[src/rtl/bdif_pkg.sv]
// Shared constants, types and lookup functions for the box downscaler.
`default_nettype none

package bdif_pkg;

    localparam int MAX_WIDTH  = 1024;
    localparam int MAX_HEIGHT = 1024;
    localparam int MAX_FACTOR = 16;

    localparam int NUM_CH   = 3;
    localparam int CH_W     = 8;
    localparam int COL_W    = $clog2(MAX_WIDTH);
    localparam int ROW_W    = $clog2(MAX_HEIGHT);
    localparam int PH_W     = $clog2(MAX_FACTOR);
    localparam int FAC_W    = 5;
    localparam int DIM_W    = 11;
    localparam int SUM_W    = CH_W + 2 * PH_W;
    localparam int MEM_W    = NUM_CH * SUM_W;
    localparam int NUM_W    = SUM_W + 1;
    localparam int AREA_W   = 2 * PH_W + 1;
    localparam int RECIP_W  = 27;
    localparam int RECIP_SH = 27;
    localparam int PROD_W   = NUM_W + RECIP_W;
    localparam int IN_W     = NUM_CH * CH_W;
    localparam int RES_W    = NUM_CH * CH_W + COL_W + ROW_W;
    localparam int OUT_W    = ((RES_W + 7) / 8) * 8;
    localparam int PAD_W    = OUT_W - RES_W;

    localparam int CFG_IDX_W  = 3;
    localparam int CFG_DATA_W = DIM_W;

    localparam logic [CFG_IDX_W-1:0] REG_FACTOR = 3'd0;
    localparam logic [CFG_IDX_W-1:0] REG_WIDTH  = 3'd1;
    localparam logic [CFG_IDX_W-1:0] REG_HEIGHT = 3'd2;
    localparam logic [CFG_IDX_W-1:0] REG_MODE   = 3'd3;

    typedef struct packed {
        logic [COL_W-1:0] col;
        logic [ROW_W-1:0] row;
        logic             last;
        logic [PH_W-1:0]  fsel;
    } blk_meta_t;

    typedef struct packed {
        logic [NUM_CH-1:0][CH_W-1:0] px;
        logic                        first;
        logic                        fin;
        blk_meta_t                   meta;
    } pix_item_t;

    typedef struct packed {
        logic [NUM_CH-1:0][SUM_W-1:0] sum;
        blk_meta_t                    meta;
    } blk_sum_t;

    // ceil(2^26 / f^2), indexed by f - 1
    function automatic logic [RECIP_W-1:0] recip(input logic [PH_W-1:0] fsel);
        logic [RECIP_W-1:0] r;
        case (fsel)
            4'd0:    r = 27'd67108864;
            4'd1:    r = 27'd16777216;
            4'd2:    r = 27'd7456541;
            4'd3:    r = 27'd4194304;
            4'd4:    r = 27'd2684355;
            4'd5:    r = 27'd1864136;
            4'd6:    r = 27'd1369569;
            4'd7:    r = 27'd1048576;
            4'd8:    r = 27'd828505;
            4'd9:    r = 27'd671089;
            4'd10:   r = 27'd554619;
            4'd11:   r = 27'd466034;
            4'd12:   r = 27'd397094;
            4'd13:   r = 27'd342393;
            4'd14:   r = 27'd298262;
            default: r = 27'd262144;
        endcase
        return r;
    endfunction

    function automatic logic [AREA_W-1:0] area(input logic [PH_W-1:0] fsel);
        logic [PH_W:0]     f;
        logic [2*PH_W+1:0] sq;
        f  = {1'b0, fsel} + (PH_W+1)'(1);
        sq = f * f;
        return sq[AREA_W-1:0];
    endfunction

endpackage

`default_nettype wire

[src/rtl/bdif_avg.sv]
// Rounded block average by reciprocal multiply, with output register.
`default_nettype none

module bdif_avg (
    input  wire logic                          clk,
    input  wire logic                          rst_n,
    input  wire logic                          sum_valid,
    input  wire bdif_pkg::blk_sum_t            sum_in,
    output logic                               sum_ready,
    output logic                               m_tvalid,
    input  wire logic                          m_tready,
    output logic [bdif_pkg::OUT_W-1:0]         m_tdata,
    output logic                               m_tlast
);

    typedef logic [bdif_pkg::NUM_CH-1:0][bdif_pkg::NUM_W-1:0]  num_arr_t;
    typedef logic [bdif_pkg::NUM_CH-1:0][bdif_pkg::PROD_W-1:0] prod_arr_t;

    logic                 a_valid_reg, b_valid_reg, c_valid_reg, o_valid_reg;
    bdif_pkg::blk_sum_t   a_reg;
    num_arr_t             b_num_reg;
    bdif_pkg::blk_meta_t  b_meta_reg;
    prod_arr_t            c_prod_reg;
    bdif_pkg::blk_meta_t  c_meta_reg;
    logic [bdif_pkg::OUT_W-1:0] o_data_reg;
    logic                 o_last_reg;

    logic                 o_en, c_en, b_en, a_en;
    num_arr_t             num_next;
    prod_arr_t            prod_next;
    logic [bdif_pkg::NUM_CH-1:0][bdif_pkg::CH_W-1:0] avg;
    logic [bdif_pkg::PROD_W-bdif_pkg::RECIP_SH-1:0]  q;

    assign o_en = !o_valid_reg || m_tready;
    assign c_en = !c_valid_reg || o_en;
    assign b_en = !b_valid_reg || c_en;
    assign a_en = !a_valid_reg || b_en;
    assign sum_ready = a_en;

    always_comb
    begin
        q = '0;
        for (int c = 0; c < bdif_pkg::NUM_CH; c++)
        begin
            num_next[c]  = {a_reg.sum[c], 1'b0}
                         + bdif_pkg::NUM_W'(bdif_pkg::area(a_reg.meta.fsel));
            prod_next[c] = bdif_pkg::PROD_W'(b_num_reg[c])
                         * bdif_pkg::PROD_W'(bdif_pkg::recip(b_meta_reg.fsel));
        end
        for (int c = 0; c < bdif_pkg::NUM_CH; c++)
        begin
            q      = c_prod_reg[c][bdif_pkg::PROD_W-1:bdif_pkg::RECIP_SH];
            avg[c] = (q > (bdif_pkg::PROD_W-bdif_pkg::RECIP_SH)'(255))
                   ? bdif_pkg::CH_W'(255) : q[bdif_pkg::CH_W-1:0];
        end
    end

    always_ff @(posedge clk)
    begin
        if (a_en)
        begin
            a_reg <= sum_in;
        end
        if (b_en)
        begin
            b_num_reg  <= num_next;
            b_meta_reg <= a_reg.meta;
        end
        if (c_en)
        begin
            c_prod_reg <= prod_next;
            c_meta_reg <= b_meta_reg;
        end
        if (o_en)
        begin
            o_data_reg <= {bdif_pkg::PAD_W'(0), c_meta_reg.row, c_meta_reg.col,
                           avg[2], avg[1], avg[0]};
            o_last_reg <= c_meta_reg.last;
        end
    end

    always_ff @(posedge clk or negedge rst_n)
    begin
        if (!rst_n)
        begin
            a_valid_reg <= 1'b0;
            b_valid_reg <= 1'b0;
            c_valid_reg <= 1'b0;
            o_valid_reg <= 1'b0;
        end
        else
        begin
            if (a_en)
            begin
                a_valid_reg <= sum_valid;
            end
            if (b_en)
            begin
                b_valid_reg <= a_valid_reg;
            end
            if (c_en)
            begin
                c_valid_reg <= b_valid_reg;
            end
            if (o_en)
            begin
                o_valid_reg <= c_valid_reg;
            end
        end
    end

    assign m_tvalid = o_valid_reg;
    assign m_tdata  = o_data_reg;
    assign m_tlast  = o_last_reg;

    a_no_loss: assert property (@(posedge clk) disable iff (!rst_n)
        (c_valid_reg && !c_en) |=> c_valid_reg)
        else $error("multiply stage dropped a block");

endmodule

`default_nettype wire
[config.mk]
export PLATFORM = sky130hd
export DESIGN_NAME = bdif_avg
export DESIGN_NICKNAME = d
export VERILOG_FILES = /design/src/rtl/bdif_pkg.sv /design/src/rtl/bdif_avg.sv
export SDC_FILE = /design/constraint.sdc
export NUM_CORES = 2
export LEC_CHECK = 0
export BUFFER_PORTS_ARGS = -buffer_cell sky130_fd_sc_hd__buf_2
export CORE_MARGIN = 1
export CORE_UTILIZATION = 50
export CTS_CLUSTER_DIAMETER = 100
export DETAILED_ROUTE_END_ITERATION = 7
export GPL_TIMING_DRIVEN = 0
export PLACE_DENSITY = 0.66
export SYNTH_ARGS = -nofsm -noshare
export SYNTH_HDL_FRONTEND = slang
export SYNTH_SLANG_ARGS = --single-unit
[constraint.sdc]
create_clock -name clk -period 11.4 [get_ports clk]
set_clock_uncertainty 0.05 [all_clocks]
set_input_delay 0.57 -clock clk [delete_from_list [all_inputs] [get_ports clk]]
set_output_delay 0.57 -clock clk [all_outputs]
set_load 0.03 [all_outputs]
==> run_results.csv <==
group,metric,value,unit
status,status,"complete, no violations",
finish,drive_above_1_share,4.31,%
worst_setup_path,crit_path_cell_count,23,
finish,final-seq-area,8530,sq um
finish,multi_input_comb_area,36400,sq um
clocking,cts_tree,"yes",
run,max_cap_check_violation_count,0,
clocking,post_cts_buffers,0,
clocking,tritoncts.num_buffers,30,
synthesis,ys_seq_elements,293,
detailed_routing,route.detailed.drc,0,
timing,final_period_minus_worst_setup_slack,8.95,ns
clocking,clk_root_buffer_cell,"clkbuf_16",
worst_setup_path,critical_path.endpoint_type,"register",
timing,hold-worst-slack,0.0524,ns
global_routing,antenna_violations_before_repair,11,
floorplanning,core-area,100000,sq um
timing,max_slew.worst_pin.slew,1.27,ns
global_routing,global_route.usage.total,29.7,%
worst_setup_path,worst_ep_required_time,11.69,ns
global_routing,wire_length_of_the_first_global_routing_pass,225000,um
global_routing,global_route.overflow_total,0,
synthesis,synth-async-reset-ratio,1.37,%
detailed_routing,dr_total_vias,36400,
detailed_routing,wl_final,147000,um
min_path,min_path_type,"in -> reg",
worst_setup_path,cells_along_the_critical_path,"clkbuf_1, clkbuf_1, nand2_1, fa_1, inv_1, fa_1, inv_1, fa_1, inv_1, fa_1, fa_1, inv_1, fa_1, inv_1, ha_1, a21oi_1, a21boi_0, o31ai_1, a211oi_1, o221ai_1, o21ai_1, or4b_1, o211a_1",
synthesis,ys_top_cells_by_area,"fa_1 40%, edfxtp_1 16%, ha_1 11%, inv_1 9.8%, and2_1 7.1%",
worst_setup_path,critPathSlowestCell,"clkbuf_1",
floorplanning,die_w,321,um
detailed_routing,drt-wirelength-per-cell,21.7,um
finish,largest_reg_flops,73,
detailed_routing,iter_0_drt_violations,2885,
synthesis,post_synthesis_average_cell_area,9.70,sq um
floorplanning,top_level_ports,128,
synthesis,synth.lib_cells_used.distinct,80,
worst_setup_path,critPathMostFrequentCell,"fa_1",
placement,portBuffers,123,
synthesis,synth.cell_area,50800,sq um
synthesis,yosysWarningCount,0,
worst_setup_path,criticalPathCategory,"reg -> reg",
synthesis,synth-main-ff-cell,"edfxtp_1",
detailed_routing,drt-pass1-iter-count,6,
worst_setup_path,crit_family,"adder cells",
floorplanning,initial_core_util,50.6,%
global_routing,largest_net_degree_at_the_start_of_global_routing,46,
clocking,clock_path_buffers,3,
worst_setup_path,cp.buffers_inverters,7,
clocking,cts-htree-levels,1,
floorplanning,std_cell_rows,116,
synthesis,synth_seq_area_share,16.8,%
timing,final-hold-violation-count,0,
timing,timing.final.max_slew_violations,0,
worst_setup_path,timing.critical_path.slowest_cell_delay,0.85,ns
detailed_routing,average_vias_per_placed_instance,5.35,
clocking,clk-insertion-delay-late,0.64,ns
worst_setup_path,critPathCapture,"c_prod_reg[85]$_DFFE_PP_",
synthesis,post-synth-top-area-fraction,40.4,%
synthesis,synth_enable_flop_cells,264,
clocking,clk_pin_slew_worst_paths,0.06,ns
detailed_routing,drtAntennaViolNets,0,
placement,detailedPlace.worstSlack,2.73,ns
placement,dp_hpwl,122000,um
timing,setup_viol,0,
worst_setup_path,worstSetupStartpointType,"register",
timing,final_min_period_over_clock_period,78.5,%
worst_setup_path,critical_path_arrival,9.24,ns
floorplanning,floorplan.die_area,103000,sq um
worst_setup_path,largest_fanout_on_the_critical_path,10,
worst_setup_path,worst-r2r-setup-slack,2.45,ns
timing,timing.final.ws_setup,2.45,ns
global_routing,first_global_vias,37800,
finish,fillers,9230,
synthesis,yosysTopAreaCell,"fa_1",
worst_setup_path,worst_r2r_endpoint,"c_prod_reg[85]$_DFFE_PP_",
timing,max_freq,112,MHz
worst_setup_path,ff2ff_path_depth,23,
finish,areaGrowthSynthToFinish,7.00,%
finish,nNetsFinal,6936,
timing,fin_setup_tns,0,ns
synthesis,netlist_instances,5239,
placement,place.gp.congestion,0.996,
timing,grt_setup_unrepaired,"no",
timing,slew_headroom,15.3,%
floorplanning,floorplan.die.height,321,um
clocking,clock_sinks,293,
==> area by class of cell <==
cell class,instances,area share (%)
clock buffers,37,1.48
diodes,6,0.0276
repair buffers,131,1.39
multi-input cells,3385,67.0
clock inverters,19,0.453
plain buffers,239,1.68
inverters,1326,9.16
flip-flops and latches,293,15.7
well taps,1357,3.12
==> cell families (layout without fill, tap and decap cells) <==
group | after synthesis | count (layout) | share of synthesized area (%)
fa+ha+maj | 1453 | 1453 | 50.9
buf+inv | 1565 | 1752 | 11.6
flops | 293 | 293 | 16.8
mux | 10 | 10 | 0.204
compound gates | 310 | 310 | 4.12
other cells | 1 | 11 | 0.00738
simple gates | 1523 | 1523 | 14.9
xor+xnor | 84 | 84 | 1.45
==> worst reg2reg max path: stages (launching register included) <==
cell,delay [ns]
dfxtp_1,0.37
clkbuf_1,0.85
clkbuf_1,0.57
nand2_1,0.17
fa_1,0.57
inv_1,0.06
fa_1,0.49
inv_1,0.05
fa_1,0.52
inv_1,0.05
fa_1,0.46
fa_1,0.50
inv_1,0.05
fa_1,0.51
inv_1,0.06
ha_1,0.31
a21oi_1,0.12
a21boi_0,0.10
o31ai_1,0.73
a211oi_1,0.40
o221ai_1,0.64
o21ai_1,0.31
or4b_1,0.57
o211a_1,0.15
==> cells in the final DEF, fill, tap and decap left out, drive strengths merged, types with 13 or more instances in the layout <==
| cell type | count |
|---|---|
| inv | 1327 |
| fa | 1025 |
| nand2 | 708 |
| and2 | 581 |
| ha | 428 |
| clkbuf | 271 |
| edfxtp | 264 |
| buf | 135 |
| a21oi | 104 |
| nor2 | 70 |
| xnor2 | 58 |
| a21o | 40 |
| o21ai | 40 |
| or2 | 27 |
| xor2 | 26 |
| dfxtp | 25 |
| nand3 | 25 |
| o21bai | 20 |
| nor3 | 20 |
| nand4 | 19 |
| and3 | 19 |
| nor2b | 14 |
| nand2b | 13 |
==> Yosys cell counts, types with 4 or more instances <==
cell type     n
a211oi_1      8
a21boi_0      6
a21o_1       40
a21oi_1     104
a221oi_1      6
a311oi_1      5
a31oi_1       6
and2_1      580
and3_1       18
buf_4         4
clkbuf_1    234
dfrtp_1       4
dfxtp_1      25
edfxtp_1    264
fa_1       1025
ha_1        428
inv_1      1324
mux2i_1       7
nand2_1     708
nand2b_1     13
nand3_1      25
nand4_1      19
nor2_1       70
nor2b_1      14
nor3_1       20
nor4_1        9
o2111ai_1     5
o211ai_1     12
o21a_1        9
o21ai_0      37
o21bai_1     20
o22ai_1       7
o31ai_1       5
or2_2        27
xnor2_1      58
xor2_1       26
==> worst min-delay path by stage <==
stage                     from                       to  slack (ns)  cells past startpoint
finish              sum_in[41]      a_reg[41]$_DFFE_PP_        0.05                      1
global route        sum_in[17]      a_reg[17]$_DFFE_PP_        0.03                      1
CTS                  sum_in[4]       a_reg[4]$_DFFE_PP_        0.03                      1
detailed placement       rst_n     m_tvalid$_DFFE_PN0P_        0.33                      1
global placement         rst_n     m_tvalid$_DFFE_PN0P_        0.33                      1
floorplan                rst_n  a_valid_reg$_DFFE_PN0P_        0.22                      0
==> routing by layer <==
layer	up-vias	wire (um)	track usage, %
li1	15900	-	-
met4	2	7820	13.0
met5	-	16	0
met3	341	14900	6.88
met1	18600	58300	39.1
met2	1554	66200	47.0
==> metrics by stage <==
step | cells | instance area (sq um) | util (%)
finish | 6793 | 54400 | 54.1
global route | 6787 | 54300 | 54.1
CTS | 6787 | 54300 | 54.1
detailed placement | 6730 | 53300 | 53.0
global placement | 6723 | 53100 | 52.9
floorplan | 5243 | 50800 | -
==> what timing repair did <==
| item | 4_1_cts | 5_1_grt |
|---|---|---|
| hold buffers | 1 | 0 |
| gates resized for setup | 0 | 0 |
| hold endpoints to repair | 4 | 0 |
Power is not shown: default switching activity piles up to over one toggle a cycle in this logic, so the estimate is an artifact.
