### config.mk
export PLATFORM = sky130hd
export DESIGN_NAME = bdif_ctrl
export DESIGN_NICKNAME = d
export VERILOG_FILES = /design/src/rtl/bdif_pkg.sv /design/src/rtl/bdif_ctrl.sv
export SDC_FILE = /design/constraint.sdc
export NUM_CORES = 1
export LEC_CHECK = 0
export ABC_CLOCK_PERIOD_IN_PS = 3900
export BUFFER_PORTS_ARGS = -buffer_cell sky130_fd_sc_hd__clkbuf_2
export CORE_MARGIN = 4
export CORE_UTILIZATION = 40
export DETAILED_ROUTE_END_ITERATION = 12
export GPL_TIMING_DRIVEN = 0
export SETUP_SLACK_MARGIN = 0.2
export SLEW_MARGIN = 20
export SYNTH_ARGS = -nofsm -noshare
export SYNTH_HDL_FRONTEND = slang
export SYNTH_SLANG_ARGS = --single-unit
### constraint.sdc
create_clock -name clk -period 3.9 [get_ports clk]
set_input_delay 0.78 -clock clk [delete_from_list [all_inputs] [get_ports clk]]
set_output_delay 0.78 -clock clk [all_outputs]
set_load 0.01 [all_outputs]
### src/rtl/bdif_pkg.sv
// Shared constants, types and lookup functions for the box downscaler.
`default_nettype none

package bdif_pkg;

    localparam int MAX_WIDTH  = 1024;
    localparam int MAX_HEIGHT = 1024;
    localparam int MAX_FACTOR = 16;

    localparam int NUM_CH   = 3;
    localparam int CH_W     = 8;
    localparam int COL_W    = $clog2(MAX_WIDTH);
    localparam int ROW_W    = $clog2(MAX_HEIGHT);
    localparam int PH_W     = $clog2(MAX_FACTOR);
    localparam int FAC_W    = 5;
    localparam int DIM_W    = 11;
    localparam int SUM_W    = CH_W + 2 * PH_W;
    localparam int MEM_W    = NUM_CH * SUM_W;
    localparam int NUM_W    = SUM_W + 1;
    localparam int AREA_W   = 2 * PH_W + 1;
    localparam int RECIP_W  = 27;
    localparam int RECIP_SH = 27;
    localparam int PROD_W   = NUM_W + RECIP_W;
    localparam int IN_W     = NUM_CH * CH_W;
    localparam int RES_W    = NUM_CH * CH_W + COL_W + ROW_W;
    localparam int OUT_W    = ((RES_W + 7) / 8) * 8;
    localparam int PAD_W    = OUT_W - RES_W;

    localparam int CFG_IDX_W  = 3;
    localparam int CFG_DATA_W = DIM_W;

    localparam logic [CFG_IDX_W-1:0] REG_FACTOR = 3'd0;
    localparam logic [CFG_IDX_W-1:0] REG_WIDTH  = 3'd1;
    localparam logic [CFG_IDX_W-1:0] REG_HEIGHT = 3'd2;
    localparam logic [CFG_IDX_W-1:0] REG_MODE   = 3'd3;

    typedef struct packed {
        logic [COL_W-1:0] col;
        logic [ROW_W-1:0] row;
        logic             last;
        logic [PH_W-1:0]  fsel;
    } blk_meta_t;

    typedef struct packed {
        logic [NUM_CH-1:0][CH_W-1:0] px;
        logic                        first;
        logic                        fin;
        blk_meta_t                   meta;
    } pix_item_t;

    typedef struct packed {
        logic [NUM_CH-1:0][SUM_W-1:0] sum;
        blk_meta_t                    meta;
    } blk_sum_t;

    // ceil(2^26 / f^2), indexed by f - 1
    function automatic logic [RECIP_W-1:0] recip(input logic [PH_W-1:0] fsel);
        logic [RECIP_W-1:0] r;
        case (fsel)
            4'd0:    r = 27'd67108864;
            4'd1:    r = 27'd16777216;
            4'd2:    r = 27'd7456541;
            4'd3:    r = 27'd4194304;
            4'd4:    r = 27'd2684355;
            4'd5:    r = 27'd1864136;
            4'd6:    r = 27'd1369569;
            4'd7:    r = 27'd1048576;
            4'd8:    r = 27'd828505;
            4'd9:    r = 27'd671089;
            4'd10:   r = 27'd554619;
            4'd11:   r = 27'd466034;
            4'd12:   r = 27'd397094;
            4'd13:   r = 27'd342393;
            4'd14:   r = 27'd298262;
            default: r = 27'd262144;
        endcase
        return r;
    endfunction

    function automatic logic [AREA_W-1:0] area(input logic [PH_W-1:0] fsel);
        logic [PH_W:0]     f;
        logic [2*PH_W+1:0] sq;
        f  = {1'b0, fsel} + (PH_W+1)'(1);
        sq = f * f;
        return sq[AREA_W-1:0];
    endfunction

endpackage

`default_nettype wire

### src/rtl/bdif_ctrl.sv
// Config registers and raster counters; one work item per pixel when factor is nonzero.
`default_nettype none

module bdif_ctrl (
    input  wire logic                                clk,
    input  wire logic                                rst_n,
    input  wire logic                                cfg_en,
    input  wire logic [bdif_pkg::CFG_IDX_W-1:0]      cfg_addr,
    input  wire logic [bdif_pkg::CFG_DATA_W-1:0]     cfg_data,
    input  wire logic                                accept,
    input  wire logic [bdif_pkg::IN_W-1:0]           pix_data,
    output logic                                     item_valid,
    output bdif_pkg::pix_item_t                      item
);

    logic [bdif_pkg::FAC_W-1:0] f_reg, f_next;
    logic [bdif_pkg::DIM_W-1:0] w_reg, w_next;
    logic [bdif_pkg::DIM_W-1:0] h_reg, h_next;
    logic                       mode_reg, mode_next;

    logic [bdif_pkg::COL_W-1:0] in_col_reg, in_col_next;
    logic [bdif_pkg::ROW_W-1:0] in_row_reg, in_row_next;
    logic [bdif_pkg::PH_W-1:0]  col_ph_reg, col_ph_next;
    logic [bdif_pkg::PH_W-1:0]  row_ph_reg, row_ph_next;
    logic [bdif_pkg::COL_W-1:0] blk_col_reg, blk_col_next;
    logic [bdif_pkg::ROW_W-1:0] blk_row_reg, blk_row_next;

    logic                       f_on;
    logic [bdif_pkg::PH_W-1:0]  fsel;
    logic [bdif_pkg::DIM_W-1:0] w_eff;
    logic [bdif_pkg::DIM_W-1:0] h_eff;
    logic                       end_line;
    logic                       row_last;
    logic                       end_col;
    logic                       end_row;
    logic                       restart;

    assign f_on = (f_reg != '0);
    assign fsel = (f_reg > bdif_pkg::FAC_W'(bdif_pkg::MAX_FACTOR))
                ? bdif_pkg::PH_W'(bdif_pkg::MAX_FACTOR - 1)
                : bdif_pkg::PH_W'(f_reg - bdif_pkg::FAC_W'(1));

    assign w_eff = (w_reg == '0) ? bdif_pkg::DIM_W'(1)
                 : (w_reg > bdif_pkg::DIM_W'(bdif_pkg::MAX_WIDTH))
                 ? bdif_pkg::DIM_W'(bdif_pkg::MAX_WIDTH) : w_reg;
    assign h_eff = (h_reg == '0) ? bdif_pkg::DIM_W'(1)
                 : (h_reg > bdif_pkg::DIM_W'(bdif_pkg::MAX_HEIGHT))
                 ? bdif_pkg::DIM_W'(bdif_pkg::MAX_HEIGHT) : h_reg;

    assign end_line = (bdif_pkg::DIM_W'(in_col_reg) + bdif_pkg::DIM_W'(1)) >= w_eff;
    assign row_last = (bdif_pkg::DIM_W'(in_row_reg) + bdif_pkg::DIM_W'(1)) >= h_eff;
    assign end_col  = (col_ph_reg >= fsel) || end_line;
    assign end_row  = (row_ph_reg >= fsel) || row_last;

    assign item_valid = accept && f_on;

    always_comb
    begin
        item.px[0]     = pix_data[bdif_pkg::CH_W-1:0];
        item.px[1]     = mode_reg ? pix_data[2*bdif_pkg::CH_W-1:bdif_pkg::CH_W] : '0;
        item.px[2]     = mode_reg ? pix_data[3*bdif_pkg::CH_W-1:2*bdif_pkg::CH_W] : '0;
        item.first     = (col_ph_reg == '0) && (row_ph_reg == '0);
        item.fin       = end_col && end_row;
        item.meta.col  = blk_col_reg;
        item.meta.row  = blk_row_reg;
        item.meta.last = end_line && row_last;
        item.meta.fsel = fsel;
    end

    always_comb
    begin
        f_next       = f_reg;
        w_next       = w_reg;
        h_next       = h_reg;
        mode_next    = mode_reg;
        in_col_next  = in_col_reg;
        in_row_next  = in_row_reg;
        col_ph_next  = col_ph_reg;
        row_ph_next  = row_ph_reg;
        blk_col_next = blk_col_reg;
        blk_row_next = blk_row_reg;
        restart      = 1'b0;
        if (cfg_en)
        begin
            case (cfg_addr)
                bdif_pkg::REG_FACTOR:
                begin
                    f_next  = cfg_data[bdif_pkg::FAC_W-1:0];
                    restart = 1'b1;
                end
                bdif_pkg::REG_WIDTH:
                begin
                    w_next  = cfg_data;
                    restart = 1'b1;
                end
                bdif_pkg::REG_HEIGHT:
                begin
                    h_next  = cfg_data;
                    restart = 1'b1;
                end
                bdif_pkg::REG_MODE:
                begin
                    mode_next = cfg_data[0];
                    restart   = 1'b1;
                end
                default:
                begin
                    restart = 1'b0;
                end
            endcase
        end
        else if (item_valid)
        begin
            if (end_line)
            begin
                in_col_next  = '0;
                col_ph_next  = '0;
                blk_col_next = '0;
                if (row_last)
                begin
                    in_row_next  = '0;
                    row_ph_next  = '0;
                    blk_row_next = '0;
                end
                else
                begin
                    in_row_next = in_row_reg + bdif_pkg::ROW_W'(1);
                    if (row_ph_reg >= fsel)
                    begin
                        row_ph_next  = '0;
                        blk_row_next = blk_row_reg + bdif_pkg::ROW_W'(1);
                    end
                    else
                    begin
                        row_ph_next = row_ph_reg + bdif_pkg::PH_W'(1);
                    end
                end
            end
            else
            begin
                in_col_next = in_col_reg + bdif_pkg::COL_W'(1);
                if (col_ph_reg >= fsel)
                begin
                    col_ph_next  = '0;
                    blk_col_next = blk_col_reg + bdif_pkg::COL_W'(1);
                end
                else
                begin
                    col_ph_next = col_ph_reg + bdif_pkg::PH_W'(1);
                end
            end
        end
        if (restart)
        begin
            in_col_next  = '0;
            in_row_next  = '0;
            col_ph_next  = '0;
            row_ph_next  = '0;
            blk_col_next = '0;
            blk_row_next = '0;
        end
    end

    always_ff @(posedge clk or negedge rst_n)
    begin
        if (!rst_n)
        begin
            f_reg       <= bdif_pkg::FAC_W'(1);
            w_reg       <= bdif_pkg::DIM_W'(1);
            h_reg       <= bdif_pkg::DIM_W'(1);
            mode_reg    <= 1'b1;
            in_col_reg  <= '0;
            in_row_reg  <= '0;
            col_ph_reg  <= '0;
            row_ph_reg  <= '0;
            blk_col_reg <= '0;
            blk_row_reg <= '0;
        end
        else
        begin
            f_reg       <= f_next;
            w_reg       <= w_next;
            h_reg       <= h_next;
            mode_reg    <= mode_next;
            in_col_reg  <= in_col_next;
            in_row_reg  <= in_row_next;
            col_ph_reg  <= col_ph_next;
            row_ph_reg  <= row_ph_next;
            blk_col_reg <= blk_col_next;
            blk_row_reg <= blk_row_next;
        end
    end

    a_col_phase: assert property (@(posedge clk) disable iff (!rst_n)
        f_on |-> (col_ph_reg <= fsel))
        else $error("column phase beyond factor");

    a_row_phase: assert property (@(posedge clk) disable iff (!rst_n)
        f_on |-> (row_ph_reg <= fsel))
        else $error("row phase beyond factor");

    a_blk_col: assert property (@(posedge clk) disable iff (!rst_n)
        blk_col_reg <= in_col_reg)
        else $error("block column ahead of input column");

endmodule

`default_nettype wire

==> reports/qor.json, run 1 <==
{
  "numClockSinks": 76,
  "htree_levels": 3,
  "grt_antenna_before_repair": 0,
  "outcome": "completed",
  "hpwl_mm": 9.23,
  "cell_by_cell_listing_of_the_critical_path": "inv_1 > ha_2 > nand2b_1 > a22oi_1 > a21o_1 > o21ai_2 > inv_2 > ha_4 > nand2_1 > o21ai_4 > nand3b_1 > a21boi_2 > buf_2",
  "worstSetupStartpointType": "flop",
  "timing.clock.skew_ns": 0.00761,
  "yosys_register_bits": 76,
  "p_leak_nw": 2.97,
  "fin_nets": 696,
  "post_synthesis_cell_area_um2": 4850,
  "row_count": 39,
  "synth_top_cell_area_share": 0.372,
  "slew_headroom": 0.510,
  "grt_util_all_layers": 0.179,
  "timing.rr.start": "in_col_reg[0]",
  "coreArea_um2": 11700,
  "utilization": 0.528,
  "n_antenna_cell": 0,
  "cap_viol_max_count": 0,
  "gpl.final_weighted_congestion": 0.790,
  "violation_count_after_the_first_detailed_routing_iteration": 250,
  "synth.lib_cells_used.distinct": 59,
  "final_hold_violation_count": 0,
  "vias_in_the_first_global_route": 4079,
  "clk_root_buffer_cell": "sky130_fd_sc_hd__clkbuf_16",
  "synthTopCellsByArea": "sky130_fd_sc_hd__dfrtp_1 (37%), sky130_fd_sc_hd__ha_1 (10%), sky130_fd_sc_hd__mux2_2 (5.6%)",
  "grt_first_pass_wirelength_mm": 20.5,
  "full_die_area_um2": 13900,
  "first_pass_iters": 4,
  "grt_setup_unrepaired": "no",
  "io_pins": 94,
  "routed-via-count": 4097,
  "synth_enable_flop_cells": 0,
  "reg_to_reg_setup_timing_slack_ns": 0.61,
  "cts-buffers-inserted": 9,
  "slowest_stage": "sky130_fd_sc_hd__dfstp_2",
  "final_cell_area_um2": 6160,
  "synth.yosys.warnings": 0,
  "period_minus_slack_ns": 3.56,
  "power-per-cell-area_nw_per_um2": 554,
  "endpoint_kind": "output port",
  "final_cycle_utilization_of_the_critical_path": 0.912,
  "r2r.worst_path.cells": 12,
  "tritoncts": "yes",
  "postSynthNetCount": 581,
  "report.final.slew_viol_count": 0,
  "post_route_setup_tns_ns": 0,
  "cts.hold.buffers_added": 0,
  "seq_area_frac_synth": 0.393,
  "die_width_um": 118,
  "synth_cells": 500,
  "cp.arrival_ns": 2.78,
  "setup_violations": 0,
  "number_of_vias_per_cell": 5.38,
  "ant_nets": 0,
  "worst-setup-path-type": "reg2out",
  "grt_start_max_net_pins": 49,
  "globalRoute.totalOverflow": 0,
  "fraction_of_final_layout_cells_with_drive_strength_greater_than_1": 0.339,
  "async_reset_ff_frac": 1.00,
  "timing.critical_path.slowest_cell_delay_ns": 0.54,
  "ys.flop_type": "sky130_fd_sc_hd__dfrtp_1",
  "clk_path_buf_depth": 2,
  "worstMarginPinSlew_ns": 0.730,
  "crit_path_max_fanout": 3,
  "endpoint_of_the_lowest_slack_register_to_register_path": "in_row_reg[2]",
  "timing.hold.worst.class": "in2async",
  "routed_wire_length_mm": 12.3,
  "power.ir.vdd_worst_mv": 0.298,
  "critPathRequiredTime_ns": 3.12,
  "signed_area_change_from_the_synthesized_netlist_to_the_final_layout_pct": 27.1,
  "fmax_mhz": 281,
  "fill_cells": 1061,
  "synthDominantAreaCellType": "sky130_fd_sc_hd__dfrtp_1",
  "drc": 0,
  "port-buffer-count": 85,
  "wire_per_inst_um": 16.2,
  "syn_avg_cell_area_um2": 9.70,
  "placement.cell_area_um2": 5480,
  "worstSetupEndpoint": "item[25]",
  "clk_latency_ns": 0.34,
  "worst_setup_hold_path_clk_slew_ns": 0.06,
  "dieHeight_um": 118,
  "worst_setup_path_startpoint": "f_reg[0]",
  "starting_density_of_the_core": 0.416
}
==> layer usage <==
metal  share of wire  global-route usage  up-vias
met3           0.034              0.0365        9
met5               0                   0        -
met2            0.47               0.280       66
met1            0.48               0.251     1978
met4          0.0084              0.0491        0
li1                -                   -     2044
==> what timing repair did <==
action                     in CTS  in global routing
buffers inserted                6                 12
cloned                          0                  0
setup endpoints to repair       2                  9
pin swaps                       1                  8
resized for setup              18                 36
==> final cells by class <==
class	count	area (um^2)	area share
inverter	19	71.3	0.0116
timing repair buffer	104	594	0.0964
clock buffer	11	253	0.0410
tap	143	179	0.0290
sequential	76	1910	0.310
multi-input combinational	383	2950	0.478
buffer	22	136	0.0221
clock inverter	4	72.6	0.0118
==> critical path, delay by kind of cell, from the launching register on <==
| kind | cells | cell delay [ns] |
|---|---|---|
| AO/OA/AOI/OAI | 5 | 0.80 |
| flip-flops | 1 | 0.54 |
| adder cells (fa/ha/maj) | 2 | 0.48 |
| AND/OR/NAND/NOR | 3 | 0.32 |
| buffers and inverters | 3 | 0.30 |
==> power breakdown <==
group	switching [mW]	internal, mW
Combinational	0.726	0.608
Clock	0.326	0.591
Sequential	0.205	0.959
==> synth_stat cells, types with 9 or more instances <==
library cell,n
sky130_fd_sc_hd__dfrtp_1,72
sky130_fd_sc_hd__xnor2_1,9
sky130_fd_sc_hd__and3_1,12
sky130_fd_sc_hd__a21oi_1,12
sky130_fd_sc_hd__and2_1,19
sky130_fd_sc_hd__a21o_1,11
sky130_fd_sc_hd__inv_1,19
sky130_fd_sc_hd__nand2_1,55
sky130_fd_sc_hd__nand4_1,10
sky130_fd_sc_hd__xor2_1,10
sky130_fd_sc_hd__nor2_1,21
sky130_fd_sc_hd__buf_4,9
sky130_fd_sc_hd__ha_1,39
sky130_fd_sc_hd__a22o_1,14
sky130_fd_sc_hd__o21ai_0,30
sky130_fd_sc_hd__nand3_1,29
sky130_fd_sc_hd__mux2_2,24
==> metrics by stage <==
stage	hold slack, ns	setup slack [ns]	total power [mW]	std cells
floorplan	0.484	0.396	1.95	500
global placement	0.505	0.0270	2.28	728
detailed placement	0.529	-0.118	2.33	729
CTS	0.414	0.200	3.33	750
global route	0.432	0.187	3.68	762
finish	0.408	0.341	3.41	762
==> cells in the final DEF (no fill, tap or decap), types with 4 or more instances in the layout <==
cell	instances
sky130_fd_sc_hd__a211oi_1	5
sky130_fd_sc_hd__a21o_1	11
sky130_fd_sc_hd__a21oi_1	9
sky130_fd_sc_hd__a22o_1	14
sky130_fd_sc_hd__and2_1	19
sky130_fd_sc_hd__and3_1	8
sky130_fd_sc_hd__buf_4	26
sky130_fd_sc_hd__clkbuf_1	7
sky130_fd_sc_hd__clkbuf_16	9
sky130_fd_sc_hd__clkbuf_2	85
sky130_fd_sc_hd__dfrtp_1	70
sky130_fd_sc_hd__dfstp_2	4
sky130_fd_sc_hd__ha_1	35
sky130_fd_sc_hd__inv_1	18
sky130_fd_sc_hd__mux2_2	24
sky130_fd_sc_hd__nand2_1	55
sky130_fd_sc_hd__nand2b_1	8
sky130_fd_sc_hd__nand3_1	24
sky130_fd_sc_hd__nand4_1	10
sky130_fd_sc_hd__nor2_1	16
sky130_fd_sc_hd__nor2b_1	4
sky130_fd_sc_hd__nor3_1	8
sky130_fd_sc_hd__nor4_1	8
sky130_fd_sc_hd__o21ai_0	28
sky130_fd_sc_hd__o311ai_2	6
sky130_fd_sc_hd__o31ai_1	4
sky130_fd_sc_hd__xnor2_1	8
sky130_fd_sc_hd__xor2_1	8
==> cell families after synthesis <==
group           after synthesis  synth area share
mux                          24            0.0557
fa+ha+maj                    39             0.101
buf+inv                      41            0.0423
xor+xnor                     19            0.0343
simple gates                190             0.202
flops                        76             0.393
compound gates              111             0.172
==> worst min-delay path by stage <==
stage,startpoint,endpoint,depth (start not counted)
after global placement,blk_row_reg[9],blk_row_reg[9],1
after global routing,rst_n,blk_row_reg[8],1
after CTS,rst_n,blk_row_reg[8],1
after detailed placement,blk_col_reg[6],blk_col_reg[6],1
final,rst_n,blk_row_reg[8],1
after floorplan,rst_n,blk_col_reg[0],0
Note: power is estimated with default switching activity, not from simulation.
==> run 2, diff against run 1 <==
- ABC_CLOCK_PERIOD_IN_PS: 3900 -> 3690
- clock period: 3.9 -> 3.69 ns (I/O delays scaled with it)
==> reports/qor.json, run 2 (synthesized netlist as in run 1, its figures left out) <==
{
  "report.final.slew_viol_count": {"value": 0, "change": "unchanged"},
  "htree_levels": {"value": 3, "change": "unchanged"},
  "gpl.final_weighted_congestion": {"value": 0.790, "change": "unchanged"},
  "worstSetupStartpointType": "flop",
  "coreArea": {"value": 11700, "unit": "um^2", "change": "unchanged"},
  "timing.hold.worst.class": "in2async",
  "first_pass_iters": {"value": 4, "change": "unchanged"},
  "worst-setup-path-type": "reg2out",
  "clk_latency": {"value": 0.33, "unit": "ns", "change": "about the same"},
  "worstMarginPinSlew": {"value": 0.737, "unit": "ns", "change": "+0.00685 ns"},
  "multi_input_gate_area_in_the_final_layout": {"value": 3070, "unit": "um^2", "change": "+4.2%"},
  "io_pins": {"value": 94, "change": "unchanged"},
  "outcome": "completed",
  "fin_nets": {"value": 712, "change": "+2.3%"},
  "cts.hold.buffers_added": {"value": 0, "change": "unchanged"},
  "row_count": {"value": 39, "change": "unchanged"},
  "total_power": {"value": 3.75, "unit": "mW", "change": "+10%"},
  "clk_root_buffer_cell": "sky130_fd_sc_hd__clkbuf_16",
  "final_hold_violation_count": {"value": 0, "change": "unchanged"},
  "routed_wire_length": {"value": 12.7, "unit": "mm", "change": "+2.9%"},
  "final_cycle_utilization_of_the_critical_path": 0.947,
  "clk_path_buf_depth": {"value": 2, "change": "unchanged"},
  "worst_setup_hold_path_clk_slew": {"value": 0.06, "unit": "ns", "change": "about the same"},
  "area.sequential": {"value": 1910, "unit": "um^2", "change": "about the same"},
  "dieHeight": {"value": 118, "unit": "um", "change": "unchanged"},
  "post_route_setup_tns": {"value": 0, "unit": "ns", "change": "unchanged"},
  "grt_start_max_net_pins": {"value": 49, "change": "unchanged"},
  "starting_density_of_the_core": {"value": 0.416, "change": "unchanged"},
  "n_antenna_cell": {"value": 0, "change": "unchanged"},
  "number_of_vias_per_cell": {"value": 5.41, "change": "+0.60%"},
  "layout.cells.most_common": "sky130_fd_sc_hd__clkbuf_2",
  "power.ir.vdd_worst": {"value": 0.318, "unit": "mV", "change": "+6.5%"},
  "fraction_of_final_layout_cells_with_drive_strength_greater_than_1": {"value": 0.384, "change": "+0.0450"},
  "die_width": {"value": 118, "unit": "um", "change": "unchanged"},
  "hpwl": {"value": 9.23, "unit": "mm", "change": "unchanged"},
  "grt_first_pass_wirelength": {"value": 20.9, "unit": "mm", "change": "+1.6%"},
  "tritoncts": "yes",
  "numClockSinks": {"value": 76, "change": "unchanged"},
  "timing.clock.skew": {"value": 0.00543, "unit": "ns", "change": "-0.00218 ns"},
  "drc": {"value": 0, "change": "unchanged"},
  "ant_nets": {"value": 0, "change": "unchanged"},
  "crit_path_max_fanout": {"value": 4, "change": "+1"},
  "p_leak": {"value": 3.06, "unit": "nW", "change": "+3.2%"},
  "grt_util_all_layers": {"value": 0.181, "change": "+0.00275"},
  "fill_cells": {"value": 1033, "change": "-2.6%"},
  "full_die_area": {"value": 13900, "unit": "um^2", "change": "unchanged"},
  "slew_headroom": {"value": 0.505, "change": "-0.00460"},
  "power-per-cell-area": {"value": 586, "unit": "nW/um^2", "change": "+5.8%"},
  "cp.arrival": {"value": 2.76, "unit": "ns", "change": "-0.02 ns"},
  "setup_violations": {"value": 0, "change": "unchanged"},
  "wire_per_inst": {"value": 16.3, "unit": "um", "change": "+0.77%"},
  "globalRoute.totalOverflow": {"value": 0, "change": "unchanged"},
  "critPathRequiredTime": {"value": 2.95, "unit": "ns", "change": "-0.17 ns"},
  "cts-buffers-inserted": {"value": 9, "change": "unchanged"},
  "fmax_mhz": 286,
  "vias_in_the_first_global_route": {"value": 4187, "change": "+2.6%"},
  "layout.cells.most_common_list": "sky130_fd_sc_hd__clkbuf_2 (84), sky130_fd_sc_hd__dfrtp_1 (69), sky130_fd_sc_hd__nand2_1 (52)",
  "routed-via-count": {"value": 4208, "change": "+2.7%"},
  "endpoint_kind": "output port",
  "violation_count_after_the_first_detailed_routing_iteration": {"value": 214, "change": "-14%"},
  "grt_antenna_before_repair": {"value": 0, "change": "unchanged"},
  "grt_setup_unrepaired": "yes",
  "final.hold.worst_slack": {"value": 0.368, "unit": "ns", "change": "-0.0397 ns"},
  "period_minus_slack_ns": 3.49,
  "cap_viol_max_count": {"value": 0, "change": "unchanged"},
  "port-buffer-count": {"value": 85, "change": "unchanged"},
  "signed_area_change_from_the_synthesized_netlist_to_the_final_layout_pct": 32.2
}
==> run 2: cell types whose count changed in the layout (fill, tap and decap cells not counted), moves of 3 or more <==
cell and delta:
sky130_fd_sc_hd__xor2_2 +3, sky130_fd_sc_hd__nand2_1 -3, sky130_fd_sc_hd__buf_4 +16, sky130_fd_sc_hd__and3_4 +3
sky130_fd_sc_hd__xor2_1 -3, sky130_fd_sc_hd__nand2_2 +3
==> run 2: cell type report <==
cell class,instances,area share
timing repair buffer,120,0.111
tap,143,0.0279
clock buffer,11,0.0394
sequential,76,0.298
multi-input combinational,383,0.479
clock inverter,4,0.0113
inverter,19,0.0111
buffer,22,0.0213
==> run 2: final timing paths <==
| path | to | start | cells after the start | slack (ns) |
|---|---|---|---|---|
| worst max-delay path | item[25] | in_col_reg[3] | 12 | 0.20 |
| worst min-delay path | blk_row_reg[8] | rst_n | 1 | 0.37 |
| worst max register to register | blk_col_reg[0] | in_col_reg[3] | 17 | 0.40 |
| worst min register to register | blk_row_reg[9] | blk_row_reg[9] | 1 | 0.53 |
| max in group asynchronous | w_reg[0] | rst_n | 2 | 2.68 |
| min in group clk | blk_row_reg[9] | blk_row_reg[9] | 1 | 0.53 |
==> run 2: critical path, stage by stage (launching register included) <==
cell and delay [ns]:
sky130_fd_sc_hd__dfrtp_1 0.44, sky130_fd_sc_hd__nand2_2 0.11, sky130_fd_sc_hd__nor2_4 0.14, sky130_fd_sc_hd__and3_4 0.23, sky130_fd_sc_hd__nand3_4 0.08, sky130_fd_sc_hd__xnor2_2 0.15, sky130_fd_sc_hd__ha_1 0.33, sky130_fd_sc_hd__a21o_1 0.18
sky130_fd_sc_hd__a21oi_2 0.15, sky130_fd_sc_hd__o31a_1 0.19, sky130_fd_sc_hd__nand3b_1 0.10, sky130_fd_sc_hd__a21boi_2 0.19, sky130_fd_sc_hd__buf_2 0.14
==> run 2: power breakdown <==
part           internal [mW]  switching (mW)
combinational          0.736           0.816
clock                  0.624           0.347
sequential              1.01           0.219
==> run 2: what timing repair did <==
item | CTS | global route
pin swaps | 7 | 27
setup buffers | 19 | 15
setup endpoints to repair | 4 | 19
gates resized for setup | 36 | 42
==> run 2: metrics by stage <==
stage / cells / instance area (um^2) / utilization / setup slack, ns
floorplan: 500 / 4850 / - / 0.228
global placement: 728 / 5450 / 0.468 / -0.141
detailed placement: 729 / 5480 / 0.470 / -0.286
CTS: 763 / 6110 / 0.524 / 0.160
global route: 778 / 6410 / 0.550 / 0.0687
finish: 778 / 6410 / 0.550 / 0.197
==> run 2: metal layers <==
metal / up-vias / wire (um) / global-route usage
met4: 0 / 112 / 0.0491
met5: - / 0 / 0
li1: 2081 / - / -
met2: 88 / 6110 / 0.289
met1: 2030 / 5960 / 0.251
met3: 9 / 512 / 0.0365
==> run 3, diff against run 2 <==
--- a/config.mk
+++ b/config.mk
@@ -11,2 +11,3 @@
 export CORE_UTILIZATION = 40
+export CTS_BUF_LIST = sky130_fd_sc_hd__clkbuf_4
 export DETAILED_ROUTE_END_ITERATION = 12
==> constraint.sdc (replaced) <==
create_clock -name clk -period 3.69 [get_ports clk]
set_input_delay 0.369 -clock clk [delete_from_list [all_inputs] [get_ports clk]]
set_output_delay 0.369 -clock clk [all_outputs]
set_load 0.01 [all_outputs]
==> reports/qor.json, run 3 (synthesized netlist as in run 1, its figures left out) <==
{
  "slowest_stage": "sky130_fd_sc_hd__dfrtp_2",
  "fin_nets": {"value": 688, "change": "-3.4%"},
  "numClockSinks": {"value": 76, "change": "unchanged"},
  "placement.cell_area": {"value": 5480, "unit": "um^2", "change": "unchanged"},
  "worst_setup_hold_path_clk_slew": {"value": 0.12, "unit": "ns", "change": "+0.06 ns"},
  "endpoint_of_the_lowest_slack_register_to_register_path": "blk_row_reg[5]",
  "globalRoute.totalOverflow": {"value": 0, "change": "unchanged"},
  "cap_viol_max_count": {"value": 0, "change": "unchanged"},
  "slew_headroom": {"value": 0.494, "change": "-0.0107"},
  "grt_start_max_net_pins": {"value": 49, "change": "unchanged"},
  "n_antenna_cell": {"value": 0, "change": "unchanged"},
  "first_pass_iters": {"value": 4, "change": "unchanged"},
  "setup_violations": {"value": 0, "change": "unchanged"},
  "reg_to_reg_setup_timing_slack": {"value": 0.45, "unit": "ns", "change": "+0.05 ns"},
  "cell_by_cell_listing_of_the_critical_path": "nand3_4 > nor2_4 > and3_4 > nand3_2 > xnor2_2 > ha_1 > a21o_1 > a21oi_2 > o31a_1 > nand3b_1 > a21boi_2 > buf_2",
  "clk_latency": {"value": 0.44, "unit": "ns", "change": "+0.11 ns"},
  "vias_in_the_first_global_route": {"value": 4076, "change": "-2.7%"},
  "power-per-cell-area": {"value": 535, "unit": "nW/um^2", "change": "-8.7%"},
  "min-delay-start": "cfg_data[10]",
  "total_power": {"value": 3.15, "unit": "mW", "change": "-16%"},
  "io_pins": {"value": 94, "change": "unchanged"},
  "final_cell_area": {"value": 5900, "unit": "um^2", "change": "-8.0%"},
  "grt_util_all_layers": {"value": 0.177, "change": "-0.00479"},
  "violation_count_after_the_first_detailed_routing_iteration": {"value": 185, "change": "-14%"},
  "r2r.worst_path.cells": {"value": 13, "change": "-4"},
  "die_width": {"value": 118, "unit": "um", "change": "unchanged"},
  "clk_path_buf_depth": {"value": 2, "change": "unchanged"},
  "dieHeight": {"value": 118, "unit": "um", "change": "unchanged"},
  "layout.cells.most_common": "sky130_fd_sc_hd__clkbuf_2",
  "routed-via-count": {"value": 4106, "change": "-2.4%"},
  "utilization": {"value": 0.506, "change": "-0.0440"},
  "cp.arrival": {"value": 2.96, "unit": "ns", "change": "+0.20 ns"},
  "gpl.final_weighted_congestion": {"value": 0.790, "change": "unchanged"},
  "signed_area_change_from_the_synthesized_netlist_to_the_final_layout_pct": 21.6,
  "outcome": "completed",
  "grt_first_pass_wirelength": {"value": 20.3, "unit": "mm", "change": "-2.7%"},
  "worstSetupStartpointType": "flop",
  "routed_wire_length": {"value": 12.1, "unit": "mm", "change": "-5.0%"},
  "worstSetupEndpoint": "item[25]",
  "layoutNonFillerInstCount": {"value": 754, "change": "-3.1%"},
  "ant_nets": {"value": 0, "change": "unchanged"},
  "row_count": {"value": 39, "change": "unchanged"},
  "grt_antenna_before_repair": {"value": 0, "change": "unchanged"},
  "coreArea": {"value": 11700, "unit": "um^2", "change": "unchanged"},
  "critPathRequiredTime": {"value": 3.32, "unit": "ns", "change": "+0.37 ns"},
  "fraction_of_final_layout_cells_with_drive_strength_greater_than_1": {"value": 0.318, "change": "-0.0667"},
  "period_minus_slack": {"value": 3.33, "unit": "ns", "change": "-0.164 ns"},
  "final_cycle_utilization_of_the_critical_path": {"value": 0.902, "change": "-0.0444"},
  "grt_setup_unrepaired": "no",
  "full_die_area": {"value": 13900, "unit": "um^2", "change": "unchanged"},
  "power.ir.vdd_worst": {"value": 0.212, "unit": "mV", "change": "-33%"},
  "tritoncts": "yes",
  "placed_cells_incl_taps": {"value": 729, "change": "unchanged"},
  "worst-setup-path-type": "reg2out",
  "timing.rr.start": "in_row_reg[0]",
  "final.hold.worst_slack": {"value": 0.177, "unit": "ns", "change": "-0.191 ns"},
  "final_hold_violation_count": {"value": 0, "change": "unchanged"},
  "fill_cells": {"value": 1091, "change": "+5.6%"},
  "clk_root_buffer_cell": "sky130_fd_sc_hd__clkbuf_4",
  "htree_levels": {"value": 3, "change": "unchanged"},
  "number_of_vias_per_cell": {"value": 5.45, "change": "+0.68%"},
  "wire_per_inst": {"value": 16.0, "unit": "um", "change": "-2.0%"},
  "fmax": {"value": 300, "unit": "MHz", "change": "+4.9%"},
  "timing.clock.skew": {"value": 0.0173, "unit": "ns", "change": "+0.0119 ns"},
  "post_route_setup_tns": {"value": 0, "unit": "ns", "change": "unchanged"},
  "report.final.slew_viol_count": {"value": 0, "change": "unchanged"},
  "hpwl": {"value": 9.23, "unit": "mm", "change": "unchanged"},
  "post-place-ws": {"value": 0.0830, "unit": "ns", "change": "+0.369 ns"},
  "starting_density_of_the_core": {"value": 0.416, "change": "unchanged"},
  "finalWorstSetupSlack": {"value": 0.361, "unit": "ns", "change": "+0.164 ns"},
  "port-buffer-count": {"value": 85, "change": "unchanged"},
  "timing.hold.worst.class": "in2reg",
  "drc": {"value": 0, "change": "unchanged"},
  "timing.critical_path.slowest_cell_delay": {"value": 0.46, "unit": "ns", "change": "+0.02 ns"},
  "cts-buffers-inserted": {"value": 9, "change": "unchanged"},
  "endpoint_kind": "output port",
  "crit_path_max_fanout": {"value": 4, "change": "unchanged"},
  "worstMarginPinSlew": {"value": 0.753, "unit": "ns", "change": "+0.0160 ns"},
  "layout.cells.most_common_list": "sky130_fd_sc_hd__clkbuf_2 (83), sky130_fd_sc_hd__dfrtp_1 (69), sky130_fd_sc_hd__nand2_1 (55)",
  "worst_setup_path_startpoint": "in_col_reg[0]",
  "p_leak": {"value": 2.85, "unit": "nW", "change": "-7.1%"}
}
## run 3: cell types whose count changed in the layout (fill, tap and decap cells not counted), moves of 4 or more
| cell | change |
|---|---|
| sky130_fd_sc_hd__clkbuf_16 | -9 |
| sky130_fd_sc_hd__clkbuf_4 | +9 |
| sky130_fd_sc_hd__xor2_1 | +4 |
| sky130_fd_sc_hd__and3_4 | -4 |
| sky130_fd_sc_hd__xor2_2 | -4 |
| sky130_fd_sc_hd__buf_4 | -24 |
## run 3: cell type report
type	instances	area [um^2]	area share
Multi-Input combinational cell	383	2920	0.495
Sequential cell	76	1910	0.324
Timing Repair Buffer	96	533	0.0904
Tap cell	143	179	0.0303
Buffer	22	134	0.0227
Clock inverter	6	80.1	0.0136
Inverter	19	71.3	0.0121
Clock buffer	9	67.6	0.0115
## run 3: what timing repair did
item                       4_1_cts  5_1_grt
setup endpoints to repair        4       31
pin swaps                        1        8
hold endpoints to repair        28        0
hold buffers                     1        0
setup buffers                    4        5
resized for setup               11       34
## run 3: worst min path at each step
stage	cells past startpoint	slack (ns)	endpoint
detailed placement	1	0.37	blk_row_reg[8]
global placement	1	0.50	blk_row_reg[9]
CTS	3	0.16	w_reg[10]
global route	2	0.15	w_reg[8]
finish	3	0.18	w_reg[10]
floorplan	0	0.07	blk_col_reg[0]
## run 3: report_power, final
part	switching, mW	internal [mW]
clock	0.295	0.266
combinational	0.762	0.611
sequential	0.209	1.01
total	1.27	1.89
## run 3: layer usage
layer	wire, um	part of all wire	vias to the layer above	GRT usage
met3	452	0.037	8	0.0389
met4	108	0.0090	0	0.0425
met1	5800	0.48	1983	0.246
met5	0	0	-	0
met2	5700	0.47	80	0.279
li1	-	-	2035	-
## run 3: critical path, delay by kind of cell (launching register included)
| kind | cells | cell delay (ns) |
|---|---|---|
| xor+xnor | 1 | 0.16 |
| buf+inv | 1 | 0.14 |
| compound gates | 4 | 0.79 |
| simple gates | 5 | 0.64 |
| fa+ha+maj | 1 | 0.31 |
| flops | 1 | 0.46 |
